--- config.mk ---
export PLATFORM = sky130hd
export DESIGN_NAME = rgb_to_hsv_converter_core
export DESIGN_NICKNAME = d
export VERILOG_FILES = /design/src/design/rhc_pkg.sv /design/src/design/rgb_to_hsv_converter_core.sv /design/src/design/rhc_front.sv /design/src/design/rhc_div.sv /design/src/design/rhc_back.sv
export VERILOG_INCLUDE_DIRS = /design/src /design/src/design
export SDC_FILE = /design/constraint.sdc
export NUM_CORES = 1
export LEC_CHECK = 0
export ABC_AREA = 0
export CAP_MARGIN = 20
export CORE_MARGIN = 2
export CORE_UTILIZATION = 35
export DETAILED_ROUTE_END_ITERATION = 7
export DONT_BUFFER_PORTS = 1
export REMOVE_ABC_BUFFERS = 1
export SYNTH_ARGS = -nofsm -noshare
export SYNTH_HDL_FRONTEND = slang
export SYNTH_SLANG_ARGS = --single-unit
--- constraint.sdc ---
create_clock -name clk_i -period 41 [get_ports clk_i]
set_clock_uncertainty 0.2 [all_clocks]
set_input_delay 8.2 -clock clk_i [delete_from_list [all_inputs] [get_ports clk_i]]
set_output_delay 8.2 -clock clk_i [all_outputs]
set_load 0.03 [all_outputs]
--- src/design/rgb_to_hsv_converter_core_defines.svh ---
// Assertion macros shared by the RGB to HSV converter RTL.
// Self-contained: no dependencies on other files.
`ifndef RGB_TO_HSV_CONVERTER_CORE_DEFINES_SVH
`define RGB_TO_HSV_CONVERTER_CORE_DEFINES_SVH

// Whenever the antecedent holds, the consequent must hold in the same cycle.
`define RHC_ASSERT_IMPL(lbl, clk, rstn, ante, cons) \
  lbl: assert property (@(posedge clk) disable iff (!(rstn)) (ante) |-> (cons)) \
    else $error("rgb_to_hsv_converter_core: same-cycle check failed");

// Whenever the antecedent holds, the consequent must hold in the next cycle.
`define RHC_ASSERT_NEXT(lbl, clk, rstn, ante, cons) \
  lbl: assert property (@(posedge clk) disable iff (!(rstn)) (ante) |=> (cons)) \
    else $error("rgb_to_hsv_converter_core: next-cycle check failed");

`endif

--- src/design/rhc_pkg.sv ---
// Shared types and constants for the RGB to HSV converter.
// Used by every module of the block; no dependencies.
package rhc_pkg;

  // Which component holds the maximum; ties go to red, then green.
  typedef enum logic [1:0] {
    SECTOR_RED,
    SECTOR_GREEN,
    SECTOR_BLUE
  } sector_e;

  // Control information that rides alongside the hue division.
  typedef struct packed {
    logic    grey;    // max equals min: hue and saturation are zero
    sector_e sector;  // dominant component
    logic    neg;     // the hue offset is subtracted from the sector base
  } hue_side_t;

  localparam int unsigned HUE_SECTOR_DEG = 60;
  localparam int unsigned HUE_GREEN_DEG  = 120;
  localparam int unsigned HUE_BLUE_DEG   = 240;
  localparam int unsigned HUE_FULL_DEG   = 360;
  localparam int unsigned HUE_INT_BITS   = 9;   // holds 0 to 359 degrees
  localparam int unsigned SECTOR_BITS    = 6;   // holds 60 degrees

endpackage

--- src/design/rgb_to_hsv_converter_core.sv ---
// Top level of the RGB to HSV converter: front end, two dividers, back end.
// Depends on rhc_pkg, rhc_front, rhc_div, rhc_back and the assertion macros.
//
// Usage: pixels enter on the input channel (in_valid_i / in_ready_o with
// red_i, green_i, blue_i) and leave on the output channel (out_valid_o /
// out_ready_i with hue_o, saturation_o, value_o). Each transfer carries one
// pixel and yields exactly one result transfer, in the same order.
// Hue is in degrees with HUE_FRAC_BITS fractional bits, saturation is a
// fraction with SAT_FRAC_BITS fractional bits, value is the largest component.
// From input transfer to result valid a pixel passes stage one and stage two
// of the front end, the DivDepth divider stages and the output register, where
// DivDepth = max(HUE_FRAC_BITS + 6, SAT_FRAC_BITS + 1). The two divisions each
// retire one quotient bit per stage, which sets the pipeline depth.
// Throughput is one pixel per clock while the receiver accepts results.
// The whole pipeline advances together: when a result waits at the output
// and the receiver holds out_ready_i low, every stage freezes and in_ready_o
// drops, so nothing is lost or repeated. Bubbles are kept in place.
// Reset clears every valid bit; the payload registers are not reset, and
// the block is ready to accept a pixel as soon as reset is released.
`include "rgb_to_hsv_converter_core_defines.svh"

module rgb_to_hsv_converter_core import rhc_pkg::*; #(
  parameter int unsigned COMPONENT_BITS = 8,
  parameter int unsigned HUE_FRAC_BITS  = 6,
  parameter int unsigned SAT_FRAC_BITS  = 8
) (
  input  logic                                   clk_i,
  input  logic                                   rst_ni,
  input  logic                                   in_valid_i,
  output logic                                   in_ready_o,
  input  logic [COMPONENT_BITS-1:0]              red_i,
  input  logic [COMPONENT_BITS-1:0]              green_i,
  input  logic [COMPONENT_BITS-1:0]              blue_i,
  output logic                                   out_valid_o,
  input  logic                                   out_ready_i,
  output logic [HUE_INT_BITS+HUE_FRAC_BITS-1:0]  hue_o,
  output logic [SAT_FRAC_BITS:0]                 saturation_o,
  output logic [COMPONENT_BITS-1:0]              value_o
);

  localparam int unsigned HueW  = HUE_INT_BITS + HUE_FRAC_BITS;
  localparam int unsigned QhW   = SECTOR_BITS + HUE_FRAC_BITS;
  localparam int unsigned SatW  = SAT_FRAC_BITS + 1;
  localparam int unsigned NumHW = COMPONENT_BITS + SECTOR_BITS + HUE_FRAC_BITS;
  localparam int unsigned NumSW = COMPONENT_BITS + SAT_FRAC_BITS;
  // Both dividers share one depth so that their results line up.
  localparam int unsigned DivDepth = (QhW > SatW) ? QhW : SatW;
  localparam int unsigned SideW    = $bits(hue_side_t);
  localparam logic [HueW-1:0] FullTurn = HueW'(HUE_FULL_DEG) << HUE_FRAC_BITS;

  // Global advance: the pipeline moves whenever the output register is free
  // or its result is being transferred in this cycle.
  logic en;
  assign en         = !out_valid_o || out_ready_i;
  assign in_ready_o = en;

  logic                      fe_vld;
  logic [NumHW-1:0]          fe_num_h;
  logic [NumSW-1:0]          fe_num_s;
  logic [COMPONENT_BITS-1:0] fe_delta, fe_max;
  hue_side_t                 fe_side;

  rhc_front #(
    .COMPONENT_BITS (COMPONENT_BITS),
    .HUE_FRAC_BITS  (HUE_FRAC_BITS),
    .SAT_FRAC_BITS  (SAT_FRAC_BITS)
  ) u_front (
    .clk_i   (clk_i),
    .rst_ni  (rst_ni),
    .en_i    (en),
    .vld_i   (in_valid_i),
    .red_i   (red_i),
    .green_i (green_i),
    .blue_i  (blue_i),
    .vld_o   (fe_vld),
    .num_h_o (fe_num_h),
    .num_s_o (fe_num_s),
    .delta_o (fe_delta),
    .max_o   (fe_max),
    .side_o  (fe_side)
  );

  // Hue divider: 60 * |difference| scaled, over max - min. The sector
  // information rides along as sideband.
  logic                 hdiv_vld;
  logic [DivDepth-1:0]  hdiv_quo;
  logic [SideW-1:0]     hdiv_side_in, hdiv_side;

  assign hdiv_side_in = fe_side;

  rhc_div #(
    .NUM_W  (NumHW),
    .DEN_W  (COMPONENT_BITS),
    .DEPTH  (DivDepth),
    .SIDE_W (SideW)
  ) u_hue_div (
    .clk_i  (clk_i),
    .rst_ni (rst_ni),
    .en_i   (en),
    .vld_i  (fe_vld),
    .num_i  (fe_num_h),
    .den_i  (fe_delta),
    .side_i (hdiv_side_in),
    .vld_o  (hdiv_vld),
    .quo_o  (hdiv_quo),
    .side_o (hdiv_side)
  );

  // Saturation divider: (max - min) scaled, over max. The value rides along.
  logic                      sdiv_vld;
  logic [DivDepth-1:0]       sdiv_quo;
  logic [COMPONENT_BITS-1:0] sdiv_value;

  rhc_div #(
    .NUM_W  (NumSW),
    .DEN_W  (COMPONENT_BITS),
    .DEPTH  (DivDepth),
    .SIDE_W (COMPONENT_BITS)
  ) u_sat_div (
    .clk_i  (clk_i),
    .rst_ni (rst_ni),
    .en_i   (en),
    .vld_i  (fe_vld),
    .num_i  (fe_num_s),
    .den_i  (fe_max),
    .side_i (fe_max),
    .vld_o  (sdiv_vld),
    .quo_o  (sdiv_quo),
    .side_o (sdiv_value)
  );

  // The quotients are known to fit the narrower result fields: the hue
  // offset never exceeds 60 degrees and the saturation never exceeds one.
  rhc_back #(
    .COMPONENT_BITS (COMPONENT_BITS),
    .HUE_FRAC_BITS  (HUE_FRAC_BITS),
    .SAT_FRAC_BITS  (SAT_FRAC_BITS)
  ) u_back (
    .clk_i        (clk_i),
    .rst_ni       (rst_ni),
    .en_i         (en),
    .vld_i        (hdiv_vld),
    .quo_h_i      (hdiv_quo[QhW-1:0]),
    .quo_s_i      (sdiv_quo[SatW-1:0]),
    .side_i       (hue_side_t'(hdiv_side)),
    .value_i      (sdiv_value),
    .vld_o        (out_valid_o),
    .hue_o        (hue_o),
    .saturation_o (saturation_o),
    .value_o      (value_o)
  );

  // The two dividers run in lock step, so their valid bits always agree.
  `RHC_ASSERT_IMPL(a_div_lockstep, clk_i, rst_ni, 1'b1, hdiv_vld == sdiv_vld)
  // A black pixel has neither hue nor saturation.
  `RHC_ASSERT_IMPL(a_black_zero, clk_i, rst_ni, out_valid_o && (value_o == '0),
                   (hue_o == '0) && (saturation_o == '0))
  // Hue always stays below a full turn after the wrap.
  `RHC_ASSERT_IMPL(a_hue_range, clk_i, rst_ni, out_valid_o, hue_o < FullTurn)
  // A divider result held up by a stall is still there in the next cycle.
  `RHC_ASSERT_NEXT(a_stall_freeze, clk_i, rst_ni, hdiv_vld && !en, hdiv_vld)

endmodule

--- src/design/rhc_front.sv ---
// Front end of the converter: max/min search, sector choice and numerators.
// Depends on rhc_pkg.
module rhc_front import rhc_pkg::*; #(
  parameter int unsigned COMPONENT_BITS = 8,
  parameter int unsigned HUE_FRAC_BITS  = 6,
  parameter int unsigned SAT_FRAC_BITS  = 8,
  localparam int unsigned NumHW = COMPONENT_BITS + SECTOR_BITS + HUE_FRAC_BITS,
  localparam int unsigned NumSW = COMPONENT_BITS + SAT_FRAC_BITS
) (
  input  logic                      clk_i,
  input  logic                      rst_ni,
  input  logic                      en_i,
  input  logic                      vld_i,
  input  logic [COMPONENT_BITS-1:0] red_i,
  input  logic [COMPONENT_BITS-1:0] green_i,
  input  logic [COMPONENT_BITS-1:0] blue_i,
  output logic                      vld_o,
  output logic [NumHW-1:0]          num_h_o,
  output logic [NumSW-1:0]          num_s_o,
  output logic [COMPONENT_BITS-1:0] delta_o,
  output logic [COMPONENT_BITS-1:0] max_o,
  output hue_side_t                 side_o
);

  // Stage one: extremes, sector and the signed hue difference.
  logic                      s1_vld_q;
  logic [COMPONENT_BITS-1:0] mx_d, mx_q, mn_d, mn_q, mag_d, mag_q;
  sector_e                   sector_d, sector_q;
  logic                      neg_d, neg_q;

  always_comb begin
    logic [COMPONENT_BITS-1:0] a, b;
    if (red_i >= green_i && red_i >= blue_i) begin
      sector_d = SECTOR_RED;
      mx_d     = red_i;
      a        = green_i;
      b        = blue_i;
    end else if (green_i >= blue_i) begin
      sector_d = SECTOR_GREEN;
      mx_d     = green_i;
      a        = blue_i;
      b        = red_i;
    end else begin
      sector_d = SECTOR_BLUE;
      mx_d     = blue_i;
      a        = red_i;
      b        = green_i;
    end
    mn_d = red_i;
    if (green_i < mn_d) mn_d = green_i;
    if (blue_i < mn_d) mn_d = blue_i;
    neg_d = (a < b);
    mag_d = neg_d ? (b - a) : (a - b);
  end

  always_ff @(posedge clk_i or negedge rst_ni) begin
    if (!rst_ni) begin
      s1_vld_q <= 1'b0;
    end else if (en_i) begin
      s1_vld_q <= vld_i;
    end
  end

  always_ff @(posedge clk_i) begin
    if (en_i) begin
      mx_q     <= mx_d;
      mn_q     <= mn_d;
      mag_q    <= mag_d;
      sector_q <= sector_d;
      neg_q    <= neg_d;
    end
  end

  // Stage two: range, scaled numerators for both divisions.
  logic                      s2_vld_q;
  logic [COMPONENT_BITS-1:0] delta_d;
  logic [NumHW-1:0]          num_h_d, num_h_q;
  logic [NumSW-1:0]          num_s_d, num_s_q;
  logic [COMPONENT_BITS-1:0] delta_q, max_q;
  hue_side_t                 side_d, side_q;

  always_comb begin
    delta_d       = mx_q - mn_q;
    num_h_d       = (NumHW'(mag_q) * NumHW'(HUE_SECTOR_DEG)) << HUE_FRAC_BITS;
    num_s_d       = NumSW'(delta_d) << SAT_FRAC_BITS;
    side_d.grey   = (delta_d == '0);
    side_d.sector = sector_q;
    side_d.neg    = neg_q;
  end

  always_ff @(posedge clk_i or negedge rst_ni) begin
    if (!rst_ni) begin
      s2_vld_q <= 1'b0;
    end else if (en_i) begin
      s2_vld_q <= s1_vld_q;
    end
  end

  always_ff @(posedge clk_i) begin
    if (en_i) begin
      num_h_q <= num_h_d;
      num_s_q <= num_s_d;
      delta_q <= delta_d;
      max_q   <= mx_q;
      side_q  <= side_d;
    end
  end

  assign vld_o   = s2_vld_q;
  assign num_h_o = num_h_q;
  assign num_s_o = num_s_q;
  assign delta_o = delta_q;
  assign max_o   = max_q;
  assign side_o  = side_q;

endmodule

--- src/design/rhc_div.sv ---
// Pipelined restoring divider, one quotient bit per register stage.
// Depends on rhc_pkg only through the importing convention; generic otherwise.
module rhc_div import rhc_pkg::*; #(
  parameter int unsigned NUM_W  = 20,
  parameter int unsigned DEN_W  = 8,
  parameter int unsigned DEPTH  = 12,
  parameter int unsigned SIDE_W = 4
) (
  input  logic              clk_i,
  input  logic              rst_ni,
  input  logic              en_i,
  input  logic              vld_i,
  input  logic [NUM_W-1:0]  num_i,
  input  logic [DEN_W-1:0]  den_i,
  input  logic [SIDE_W-1:0] side_i,
  output logic              vld_o,
  output logic [DEPTH-1:0]  quo_o,
  output logic [SIDE_W-1:0] side_o
);

  localparam int unsigned RemW = (NUM_W > DEN_W + DEPTH) ? NUM_W : DEN_W + DEPTH;

  // The quotient must fit in DEPTH bits; the caller guarantees it.
  logic [DEPTH-1:0]  vld_q;
  logic [RemW-1:0]   rem_q  [DEPTH-1];
  logic [DEN_W-1:0]  den_q  [DEPTH-1];
  logic [DEPTH-1:0]  quo_q  [DEPTH];
  logic [SIDE_W-1:0] side_q [DEPTH];

  for (genvar s = 0; s < DEPTH; s++) begin : g_stage
    localparam int unsigned K = DEPTH - 1 - s;

    logic              vld_in;
    logic [RemW-1:0]   rem_in, trial, rem_d;
    logic [DEN_W-1:0]  den_in;
    logic [DEPTH-1:0]  quo_in, quo_d;
    logic [SIDE_W-1:0] side_in;

    if (s == 0) begin : g_first
      assign vld_in  = vld_i;
      assign rem_in  = RemW'(num_i);
      assign den_in  = den_i;
      assign quo_in  = '0;
      assign side_in = side_i;
    end else begin : g_next
      assign vld_in  = vld_q[s-1];
      assign rem_in  = rem_q[s-1];
      assign den_in  = den_q[s-1];
      assign quo_in  = quo_q[s-1];
      assign side_in = side_q[s-1];
    end

    always_comb begin
      trial = RemW'(den_in) << K;
      rem_d = rem_in;
      quo_d = quo_in;
      if (rem_in >= trial) begin
        rem_d    = rem_in - trial;
        quo_d[K] = 1'b1;
      end
    end

    always_ff @(posedge clk_i or negedge rst_ni) begin
      if (!rst_ni) begin
        vld_q[s] <= 1'b0;
      end else if (en_i) begin
        vld_q[s] <= vld_in;
      end
    end

    always_ff @(posedge clk_i) begin
      if (en_i) begin
        quo_q[s]  <= quo_d;
        side_q[s] <= side_in;
      end
    end

    if (s < DEPTH - 1) begin : g_carry
      always_ff @(posedge clk_i) begin
        if (en_i) begin
          rem_q[s] <= rem_d;
          den_q[s] <= den_in;
        end
      end
    end
  end

  assign vld_o  = vld_q[DEPTH-1];
  assign quo_o  = quo_q[DEPTH-1];
  assign side_o = side_q[DEPTH-1];

endmodule

--- src/design/rhc_back.sv ---
// Back end of the converter: sector offset, hue wrap and the output register.
// Depends on rhc_pkg.
module rhc_back import rhc_pkg::*; #(
  parameter int unsigned COMPONENT_BITS = 8,
  parameter int unsigned HUE_FRAC_BITS  = 6,
  parameter int unsigned SAT_FRAC_BITS  = 8,
  localparam int unsigned HueW = HUE_INT_BITS + HUE_FRAC_BITS,
  localparam int unsigned QhW  = SECTOR_BITS + HUE_FRAC_BITS,
  localparam int unsigned SatW = SAT_FRAC_BITS + 1
) (
  input  logic                      clk_i,
  input  logic                      rst_ni,
  input  logic                      en_i,
  input  logic                      vld_i,
  input  logic [QhW-1:0]            quo_h_i,
  input  logic [SatW-1:0]           quo_s_i,
  input  hue_side_t                 side_i,
  input  logic [COMPONENT_BITS-1:0] value_i,
  output logic                      vld_o,
  output logic [HueW-1:0]           hue_o,
  output logic [SatW-1:0]           saturation_o,
  output logic [COMPONENT_BITS-1:0] value_o
);

  localparam logic [HueW:0] BaseGreen = (HueW+1)'(HUE_GREEN_DEG) << HUE_FRAC_BITS;
  localparam logic [HueW:0] BaseBlue  = (HueW+1)'(HUE_BLUE_DEG) << HUE_FRAC_BITS;
  localparam logic [HueW:0] FullTurn  = (HueW+1)'(HUE_FULL_DEG) << HUE_FRAC_BITS;

  logic            vld_q;
  logic [HueW:0]   base, sum;
  logic [HueW-1:0] hue_d, hue_q;
  logic [SatW-1:0] sat_d, sat_q;
  logic [COMPONENT_BITS-1:0] value_q;

  // The top bit of sum acts as a sign: every legal sum lies within +/-300 degrees.
  always_comb begin
    case (side_i.sector)
      SECTOR_RED:   base = '0;
      SECTOR_GREEN: base = BaseGreen;
      SECTOR_BLUE:  base = BaseBlue;
      default:      base = '0;
    endcase
    sum = side_i.neg ? (base - (HueW+1)'(quo_h_i)) : (base + (HueW+1)'(quo_h_i));
    if (sum[HueW]) begin
      sum = sum + FullTurn;
    end
    hue_d = side_i.grey ? '0 : sum[HueW-1:0];
    sat_d = side_i.grey ? '0 : quo_s_i;
  end

  always_ff @(posedge clk_i or negedge rst_ni) begin
    if (!rst_ni) begin
      vld_q <= 1'b0;
    end else if (en_i) begin
      vld_q <= vld_i;
    end
  end

  always_ff @(posedge clk_i) begin
    if (en_i) begin
      hue_q   <= hue_d;
      sat_q   <= sat_d;
      value_q <= value_i;
    end
  end

  assign vld_o        = vld_q;
  assign hue_o        = hue_q;
  assign saturation_o = sat_q;
  assign value_o      = value_q;

endmodule

==> impl_metrics.env, run 1 <==
export IMPL_outcome="finished, final reports clean"
export IMPL_synth_async_sr_flop_share=0.0194
export IMPL_finalWirelength_mm=63.5
export IMPL_crit_path_cell_trace="nand2b_4"
export IMPL_wl_per_cell_um=13.0
export IMPL_rsz0062_at_grt="false"
export IMPL_ys_ff_latch=775
export IMPL_worst_ir_drop_vdd_mv=0.0545
export IMPL_start_util=0.352
export IMPL_rrSetupSlack_ns=34.96
export IMPL_period_needed_ns=16.95
export IMPL_nFillCells=10652
export IMPL_reg2reg_from="u_back.vld_o"
export IMPL_cp_slowest_stage_delay_ns=0.31
export IMPL_syn_inst=3220
export IMPL_die_y_um=340
export IMPL_endpoint_kind="output port"
export IMPL_postCtsHoldBufs=0
export IMPL_via_count=22737
export IMPL_syn2layout_area_growth_pct=12.1
export IMPL_placed_area_um2=41300
export IMPL_finalSetupViolCount=0
export IMPL_fp_dieArea_um2=115000
export IMPL_fmaxAchievable_mhz=59.0
export IMPL_die_w_um=340
export IMPL_fin_hold_ws_ns=0.203
export IMPL_yosysSeqAreaShare=0.588
export IMPL_critPathSlowestCell="nand2b_4"
export IMPL_avgSynthCellArea_um2=12.2
export IMPL_grt_pass1_vias=22704
export IMPL_critPathKind="in2out"
export IMPL_yosysMostFrequentCell="edfxtp_1"
export IMPL_ys_types=76
export IMPL_crit_path_start="out_ready_i"
export IMPL_start_kind="input pin"
export IMPL_synth_edf_count=760
export IMPL_hold_viol=0
export IMPL_htreeDepth=3
export IMPL_track_usage=0.109
export IMPL_cts_resized=0
export IMPL_worst_skew_pair_late_latency_ns=0.66
export IMPL_drv_cap=0
export IMPL_overflow=0
export IMPL_yosysWarnings=0
export IMPL_tightest_slew_ns=1.01
export IMPL_gp_congestion=0.873
export IMPL_netlist_area_um2=39400
export IMPL_synthTopCellsByArea="edfxtp_1, ha_1, inv_1"
export IMPL_yosysTopAreaCell="edfxtp_1"
export IMPL_rows=123
export IMPL_cts_buffer_depth=3
export IMPL_drt_iter0_markers=1038
export IMPL_fin_nets=3626
export IMPL_period_share=0.413
export IMPL_drive_gt1_frac=0.0677
export IMPL_cp_top_family="simple AND/OR/NAND/NOR gates"
export IMPL_grt_max_degree=149
export IMPL_pwr_density_cell_nw_per_um2=93.3
export IMPL_setup_tns_ns=0
export IMPL_root_buffer="clkbuf_16"
export IMPL_place_hpwl_mm=45.6
export IMPL_design_area_um2=44200
export IMPL_cts_sinks=775
export IMPL_hp_class="reg2reg"
export IMPL_crit_required_ns=32.60
export IMPL_synth_top_area_frac=0.579
export IMPL_coreArea_um2=112000
export IMPL_p_leak_nw=17.1
export IMPL_worstPathMaxFanout=9
export IMPL_clk_pin_slew_worst_paths_ns=0.06
export IMPL_hp_start="u_sat_div.quo_q[6][5]"
export IMPL_synth_common_cells="edfxtp_1, inv_1, ha_1"
export IMPL_port_buffers=0
export IMPL_numCtsBuffers=87
export IMPL_ys_flop_type="edfxtp_1"
export IMPL_first_pass_iters=7
export IMPL_slew_violations=0
export IMPL_cts_tree="done"
export IMPL_postCtsSetupRepairBufs=0
export IMPL_grt_pass1_wl_mm=106
export IMPL_ios=62
export IMPL_antenna_cells=0
export IMPL_cp_data_arrival_time_ns=8.55
export IMPL_drc_errors=0
export IMPL_viasPerCell=4.67
export IMPL_ant_nets=0
export IMPL_maxSlewHeadroom=0.308
export IMPL_cp_num_buf_inv=0
export IMPL_grt_antenna_before_repair=0
power breakdown:
part           switching, W  total, W  internal [W]
Clock              0.000315  0.000750      0.000435
Combinational      0.000933   0.00169      0.000753
Sequential         0.000242   0.00168       0.00144
Total               0.00149   0.00412       0.00263
logic make-up (layout without fill, tap and decap cells):
logic type,Yosys count,after routing,share of synthesized area
compound gates,595,595,0.0948
xor+xnor,208,208,0.0462
fa+ha+maj,306,306,0.105
buf+inv,399,545,0.0386
flops,775,775,0.588
mux,82,82,0.0220
simple gates,855,855,0.105
state kept, by name (all words and copies together) (netlist names), 9 cells and up:
signal / count
u_back.saturation_o: 9
u_back.hue_o: 15
u_sat_div.side_q: 56
u_hue_div.quo_q: 78
u_hue_div.side_q: 48
u_sat_div.rem_q: 154
u_hue_div.den_q: 88
u_sat_div.den_q: 40
u_hue_div.g_stage.vld_in: 11
u_hue_div.rem_q: 160
u_front.num_h_o: 12
u_sat_div.quo_q: 45
metrics by stage:
step / util / std cells / power [W] / setup slack [ns]
2_1_floorplan: - / 3176 / 0.00318 / 5.77
3_3_place_gp: 0.369 / 4699 / 0.00335 / 24.06
3_5_place_dp: 0.369 / 4699 / 0.00340 / 24.05
4_1_cts: 0.394 / 4862 / 0.00417 / 24.05
5_1_grt: 0.394 / 4866 / 0.00448 / 24.04
6_report: 0.394 / 4866 / 0.00412 / 24.05
final cells by class:
class / instances / area [µm²] / share of cell area
Clock inverter: 52 / 568 / 0.0129
Inverter: 355 / 1340 / 0.0302
Tap cell: 1500 / 1880 / 0.0425
Clock buffer: 111 / 2270 / 0.0513
Timing Repair Buffer: 27 / 219 / 0.00495
Multi-Input combinational cell: 2046 / 14700 / 0.333
Sequential cell: 775 / 23200 / 0.525
per-layer routing:
layer / vias to the layer above / global-route usage / share of wire
li1: 11729 / - / -
met2: 287 / 0.200 / 0.51
met3: 147 / 0.0224 / 0.033
met5: - / 0 / 0
met4: 0 / 0.0483 / 0.040
met1: 10574 / 0.122 / 0.42
path summary, 6_finish.rpt:
path | endpoint | cells after the start
max | in_ready_o | 1
max reg2reg | u_sat_div.rem_q[7][11] | 7
max in group asynchronous | u_hue_div.g_stage[5].vld_in | 0
min in group asynchronous | u_hue_div.g_stage[9].vld_in | 0
min | u_sat_div.quo_q[7][5] | 0
min reg2reg | u_sat_div.quo_q[7][5] | 0
layout by cell type (no fill, tap or decap), types with 44 or more instances in the layout:
master / count
edfxtp_1: 760
a21boi_0: 45
nor2b_1: 66
ha_1: 267
o21ai_0: 195
nor3_1: 47
xor2_1: 104
a21o_1: 47
xnor2_1: 104
nand2_1: 240
nand2b_1: 50
inv_1: 353
a21oi_1: 135
clkbuf_16: 87
mux2i_1: 44
nor2_1: 248
(Power assumes the default switching activity.)
==> run 2: changes to the inputs <==
clock period = 15.15 ns   (was 41 ns; I/O delays follow)
==> impl_metrics.env, run 2 (synthesis gave the netlist of run 1 again) <==
export IMPL_dp_cells=4696
export IMPL_rrSetupSlack_ns=11.05
export IMPL_grt_pass1_wl_mm=109
export IMPL_maxSlewHeadroom=0.320
export IMPL_gr_usage_met1=0.126
export IMPL_min_path_cells=0
export IMPL_period_share=0.504
export IMPL_hp_start="u_hue_div.side_q[0][7]"
export IMPL_reg2reg_depth=4
export IMPL_syn2layout_area_growth_pct=12.6
export IMPL_wl_per_cell_um=13.4
export IMPL_globalRouteMet3Util=0.0237
export IMPL_drv_cap=0
export IMPL_crit_required_ns=15.35
export IMPL_track_usage=0.113
export IMPL_ant_nets=0
export IMPL_slew_violations=0
export IMPL_grt_pass1_vias=22801
export IMPL_htreeDepth=3
export IMPL_clk_pin_slew_worst_paths_ns=0.06
export IMPL_cts_resized=0
export IMPL_final_cells=4857
export IMPL_outcome="finished, final reports clean"
export IMPL_final_common_cell="edfxtp_1"
export IMPL_largest_register="u_hue_div.rem_q"
export IMPL_final_cell_mix="edfxtp_1, inv_1, ha_1"
export IMPL_viasPerCell=4.69
export IMPL_multiInputGateArea_um2=14700
export IMPL_pwr_density_cell_nw_per_um2=255
export IMPL_tightest_slew_ns=1.02
export IMPL_start_kind="input pin"
export IMPL_rows=123
export IMPL_cts_sinks=775
export IMPL_worst_skew_pair_late_latency_ns=0.68
export IMPL_reg_top3="u_hue_div.rem_q: 160 flops, u_sat_div.rem_q: 154 flops, u_hue_div.den_q: 88 flops"
export IMPL_finalSetupViolCount=0
export IMPL_hold_viol=0
export IMPL_ios=62
export IMPL_place_hpwl_mm=46.8
export IMPL_root_buffer="clkbuf_16"
export IMPL_grt_max_degree=196
export IMPL_drt_iter0_markers=953
export IMPL_fmaxAchievable_mhz=131
export IMPL_start_util=0.352
export IMPL_critPathKind="in2reg"
export IMPL_largest_reg_flops=160
export IMPL_fp_dieArea_um2=115000
export IMPL_overflow=0
export IMPL_antenna_cells=0
export IMPL_postCtsHoldBufs=0
export IMPL_port_buffers=0
export IMPL_p_leak_nw=17.2
export IMPL_total_power_w=0.0113
export IMPL_drive_gt1_frac=0.0670
export IMPL_drc_errors=0
export IMPL_finalWirelength_mm=65.2
export IMPL_hp_class="reg2reg"
export IMPL_cts_buffer_depth=3
export IMPL_top_usage_layer="met2"
export IMPL_period_needed_ns=7.63
export IMPL_layout_area_seq_um2=23200
export IMPL_fin_hold_ws_ns=0.174
export IMPL_coreArea_um2=112000
export IMPL_worstPathMaxFanout=20
export IMPL_first_pass_iters=5
export IMPL_worst_ir_drop_vdd_mv=0.113
export IMPL_r2r_end="u_sat_div.rem_q[10][3]"
export IMPL_dp_slack_ns=6.84
export IMPL_die_w_um=340
export IMPL_grt_antenna_before_repair=0
export IMPL_reg2reg_from="u_back.vld_o"
export IMPL_whs_endpoint="u_hue_div.side_q[0][11]"
export IMPL_cts_tree="done"
export IMPL_postCtsSetupRepairBufs=0
export IMPL_worst_slack_ns=7.52
export IMPL_rsz0062_at_grt="false"
export IMPL_cp_data_arrival_time_ns=7.84
export IMPL_nFillCells=10689
export IMPL_use_met2=0.208
export IMPL_final_util=0.396
export IMPL_die_y_um=340
export IMPL_fin_nets=3624
export IMPL_via_count=22770
export IMPL_endpoint_kind="flop"
export IMPL_numCtsBuffers=89
export IMPL_gp_congestion=0.823
==> run 2: changes by cell type in the layout (fill, tap and decap cells not counted), sizes merged <==
cell	before	now
inv	355	358
clkinv	37	29
clkbuf	111	110
bufinv	6	14
buf	27	23
clkinvlp	9	2
==> run 2: stage by stage <==
step | instance area, µm² | TNS [ns]
final | 44400 | 0
after global routing | 44400 | 0
after CTS | 44400 | 0
after detailed placement | 41300 | 0
after global placement | 41300 | 0
after floorplan | 39200 | -6238.25
==> run 2: report_power, final <==
part | total, W | switching [W] | internal [W] | leakage [nW]
Clock | 0.00220 | 0.000855 | 0.00135 | 1.47
Sequential | 0.00457 | 0.000665 | 0.00391 | 7.61
Combinational | 0.00455 | 0.00251 | 0.00204 | 8.15
Total | 0.0113 | 0.00403 | 0.00729 | 17.2
==> run 2: cell type report <==
cell class | count | area share
Tap cell | 1500 | 0.0423
Clock inverter | 48 | 0.0159
Timing Repair Buffer | 23 | 0.00473
Inverter | 355 | 0.0301
Clock buffer | 110 | 0.0529
Multi-Input combinational cell | 2046 | 0.332
Sequential cell | 775 | 0.522
==> run 2: critical path: stages <==
cell and delay, ns:
inv_1 0.03, ha_1 0.30, a211oi_1 0.35, nor2_1 0.15, o31a_1 0.32, a21oi_2 0.64
buf_4 0.35, nor2_1 0.07, a21o_1 0.17, ha_1 0.37, a21oi_1 0.21, o22ai_1 0.14
o41ai_2 0.67, buf_4 0.28, mux2i_1 0.19, nand2_1 0.08, a21boi_0 0.23, o21ai_0 0.12
nand2_1 0.09, xor2_1 0.06
==> run 2: worst max path at each step <==
stage / cells after the start / startpoint / endpoint
after floorplan: 1 / out_ready_i / in_ready_o
after global placement: 20 / red_i[5] / u_front.mag_q[6]
after detailed placement: 19 / red_i[5] / u_front.mag_q[5]
after CTS: 20 / red_i[5] / u_front.mag_q[6]
after global routing: 20 / red_i[5] / u_front.mag_q[6]
final: 20 / red_i[5] / u_front.mag_q[6]
==> run 2: per-layer routing <==
layer	vias to the layer above	wire length, µm
li1	11726	-
met3	156	2150
met1	10616	27100
met5	-	0
met2	272	33400
met4	0	2470
==> run 3: changes to the inputs <==
ABC_AREA = 1   (was 0)
clock period = 8 ns   (was 15.15 ns; I/O delays follow)
==> impl_metrics.env, run 3 <==
export IMPL_worstPathMaxFanout=17
export IMPL_dp_cells=5275
export IMPL_rsz0062_at_grt="false"
export IMPL_yosys_area_share_simple=0.132
export IMPL_postCtsHoldBufs=0
export IMPL_endpoint_kind="flop"
export IMPL_period_share=0.710
export IMPL_grt_antenna_before_repair=0
export IMPL_final_cell_mix="edfxtp_1, nand2_1, inv_1"
export IMPL_syn_inst=3791
export IMPL_period_needed_ns=5.68
export IMPL_synth_xor_area_frac=0.0506
export IMPL_yosysTopAreaCell="edfxtp_1"
export IMPL_grt_max_degree=168
export IMPL_cp_top_family="simple AND/OR/NAND/NOR gates"
export IMPL_final_common_cell="edfxtp_1"
export IMPL_synth_compound_area_frac=0.0811
export IMPL_postCtsSetupRepairBufs=0
export IMPL_reg2reg_depth=11
export IMPL_fp_dieArea_um2=118000
export IMPL_antenna_cells=0
export IMPL_path_common_cell="nand2_1"
export IMPL_hp_start="u_hue_div.quo_q[1][23]"
export IMPL_cts_tree="done"
export IMPL_critPathSlowestCell="fa_1"
export IMPL_ios=62
export IMPL_synthTopCellsByArea="edfxtp_1, ha_1, nand2_1"
export IMPL_cp_slowest_stage_delay_ns=0.49
export IMPL_critPathKind="in2reg"
export IMPL_viasPerCell=4.62
export IMPL_place_hpwl_mm=52.8
export IMPL_crit_required_ns=8.19
export IMPL_coreArea_um2=115000
export IMPL_largest_reg_flops=160
export IMPL_port_buffers=0
export IMPL_die_y_um=344
export IMPL_die_w_um=344
export IMPL_cts_buffer_depth=3
export IMPL_yosysSeqAreaShare=0.573
export IMPL_slew_violations=0
export IMPL_hp_class="reg2reg"
export IMPL_maxSlewHeadroom=0.391
export IMPL_synth_top_area_frac=0.564
export IMPL_ys_types=58
export IMPL_finalSetupViolCount=0
export IMPL_grt_pass1_wl_mm=119
export IMPL_fin_nets=4187
export IMPL_r2r_end="u_front.num_h_o[18]"
export IMPL_drt_iter0_markers=1261
export IMPL_via_count=25102
export IMPL_drv_cap=0
export IMPL_final_util=0.395
export IMPL_min_path_cells=0
export IMPL_htreeDepth=3
export IMPL_ant_nets=0
export IMPL_drive_gt1_frac=0.0525
export IMPL_ys_flop_type="edfxtp_1"
export IMPL_final_cells=5435
export IMPL_ys_ff_latch=775
export IMPL_clk_pin_slew_worst_paths_ns=0.06
export IMPL_reg2reg_from="u_front.mag_q[0]"
export IMPL_synth_fa_ha_area_frac=0.102
export IMPL_numCtsBuffers=87
export IMPL_rows=124
export IMPL_track_usage=0.122
export IMPL_synth_edf_count=760
export IMPL_start_kind="input pin"
export IMPL_wl_per_cell_um=13.1
export IMPL_whs_endpoint="u_hue_div.quo_q[1][35]"
export IMPL_root_buffer="clkbuf_16"
export IMPL_grt_pass1_vias=25633
export IMPL_reg_top3="u_hue_div.rem_q: 160 flops, u_sat_div.rem_q: 154 flops, u_hue_div.den_q: 88 flops"
export IMPL_gp_congestion=0.850
export IMPL_yosysMostFrequentCell="edfxtp_1"
export IMPL_drc_errors=0
export IMPL_cts_resized=0
export IMPL_setup_tns_ns=0
export IMPL_cp_num_buf_inv=2
export IMPL_cp_data_arrival_time_ns=5.88
export IMPL_fin_hold_ws_ns=0.210
export IMPL_synth_mux_area_frac=0.000278
export IMPL_avgSynthCellArea_um2=10.7
export IMPL_tightest_slew_ns=0.910
export IMPL_overflow=0
export IMPL_syn2layout_area_growth_pct=11.8
export IMPL_yosysWarnings=0
export IMPL_outcome="finished, final reports clean"
export IMPL_largest_register="u_hue_div.rem_q"
export IMPL_synth_common_cells="edfxtp_1, nand2_1, inv_1"
export IMPL_first_pass_iters=5
export IMPL_rrSetupSlack_ns=4.56
export IMPL_worst_skew_pair_late_latency_ns=0.64
export IMPL_crit_path_cell_trace="inv_1, ha_1, nand2_1, nor2_1, nand2_1, nand2_1, nand2_1, nand2_2, nand2_2, o221ai_1, inv_1, fa_1, nand3_1, nand2_1, a21oi_1, o21bai_1, a21oi_2, nor2_1, nand2_1, nand3_1, nand3_1, nand2_1"
export IMPL_synth_async_sr_flop_share=0.0194
export IMPL_fmaxAchievable_mhz=176
export IMPL_start_util=0.354
export IMPL_netlist_area_um2=40500
export IMPL_hold_viol=0
export IMPL_finalWirelength_mm=71.3
export IMPL_synth_top_family_by_area="simple AND/OR/NAND/NOR gates"
export IMPL_cts_sinks=775
run 3: area by class of cell:
cell class | instances | area (µm²)
flip-flops and latches | 775 | 23200
clock inverters | 56 | 681
multi-input cells | 2374 | 14800
fillers | 10873 | 69300
well taps | 1512 | 1890
clock buffers | 103 | 2260
inverters | 605 | 2270
repair buffers | 10 | 125
run 3: per-layer routing:
metal,vias to the layer above,share of wire,track usage
met2,366,0.54,0.238
met1,11493,0.39,0.125
met3,158,0.036,0.0210
met4,0,0.041,0.0592
met5,-,0,0
li1,13085,-,-
run 3: worst max-delay path by stage:
stage                      startpoint                           to  slack, ns  cells past startpoint
final                        red_i[7]             u_front.mag_q[7]       2.32                     22
after global routing         red_i[7]             u_front.mag_q[7]       1.68                     23
after CTS                    red_i[7]             u_front.mag_q[3]       2.35                     22
after detailed placement     red_i[7]             u_front.mag_q[3]       1.67                     22
after global placement       red_i[7]             u_front.mag_q[7]       1.65                     22
after floorplan           out_ready_i  u_hue_div.g_stage[1].vld_in     -12.72                      3
run 3: stage by stage:
step                area (µm²)  setup WS [ns]
floorplan                40300         -12.72
CTS                      45200           2.35
global route             45200           1.68
global placement         42300           1.65
finish                   45200           2.32
detailed placement       42300           1.67
run 3: logic make-up (layout without fill, tap and decap cells):
logic type	Yosys count	in the layout
AND/OR/NAND/NOR	1263	1263
XOR/XNOR	234	234
buffers and inverters	642	774
adder cells (fa/ha/maj)	306	306
AO/OA/AOI/OAI	570	570
multiplexers	1	1
flip-flops	775	775
Power of run 3 is not shown: default switching activity piles up to over one toggle a cycle in this logic, so the estimate is an artifact.
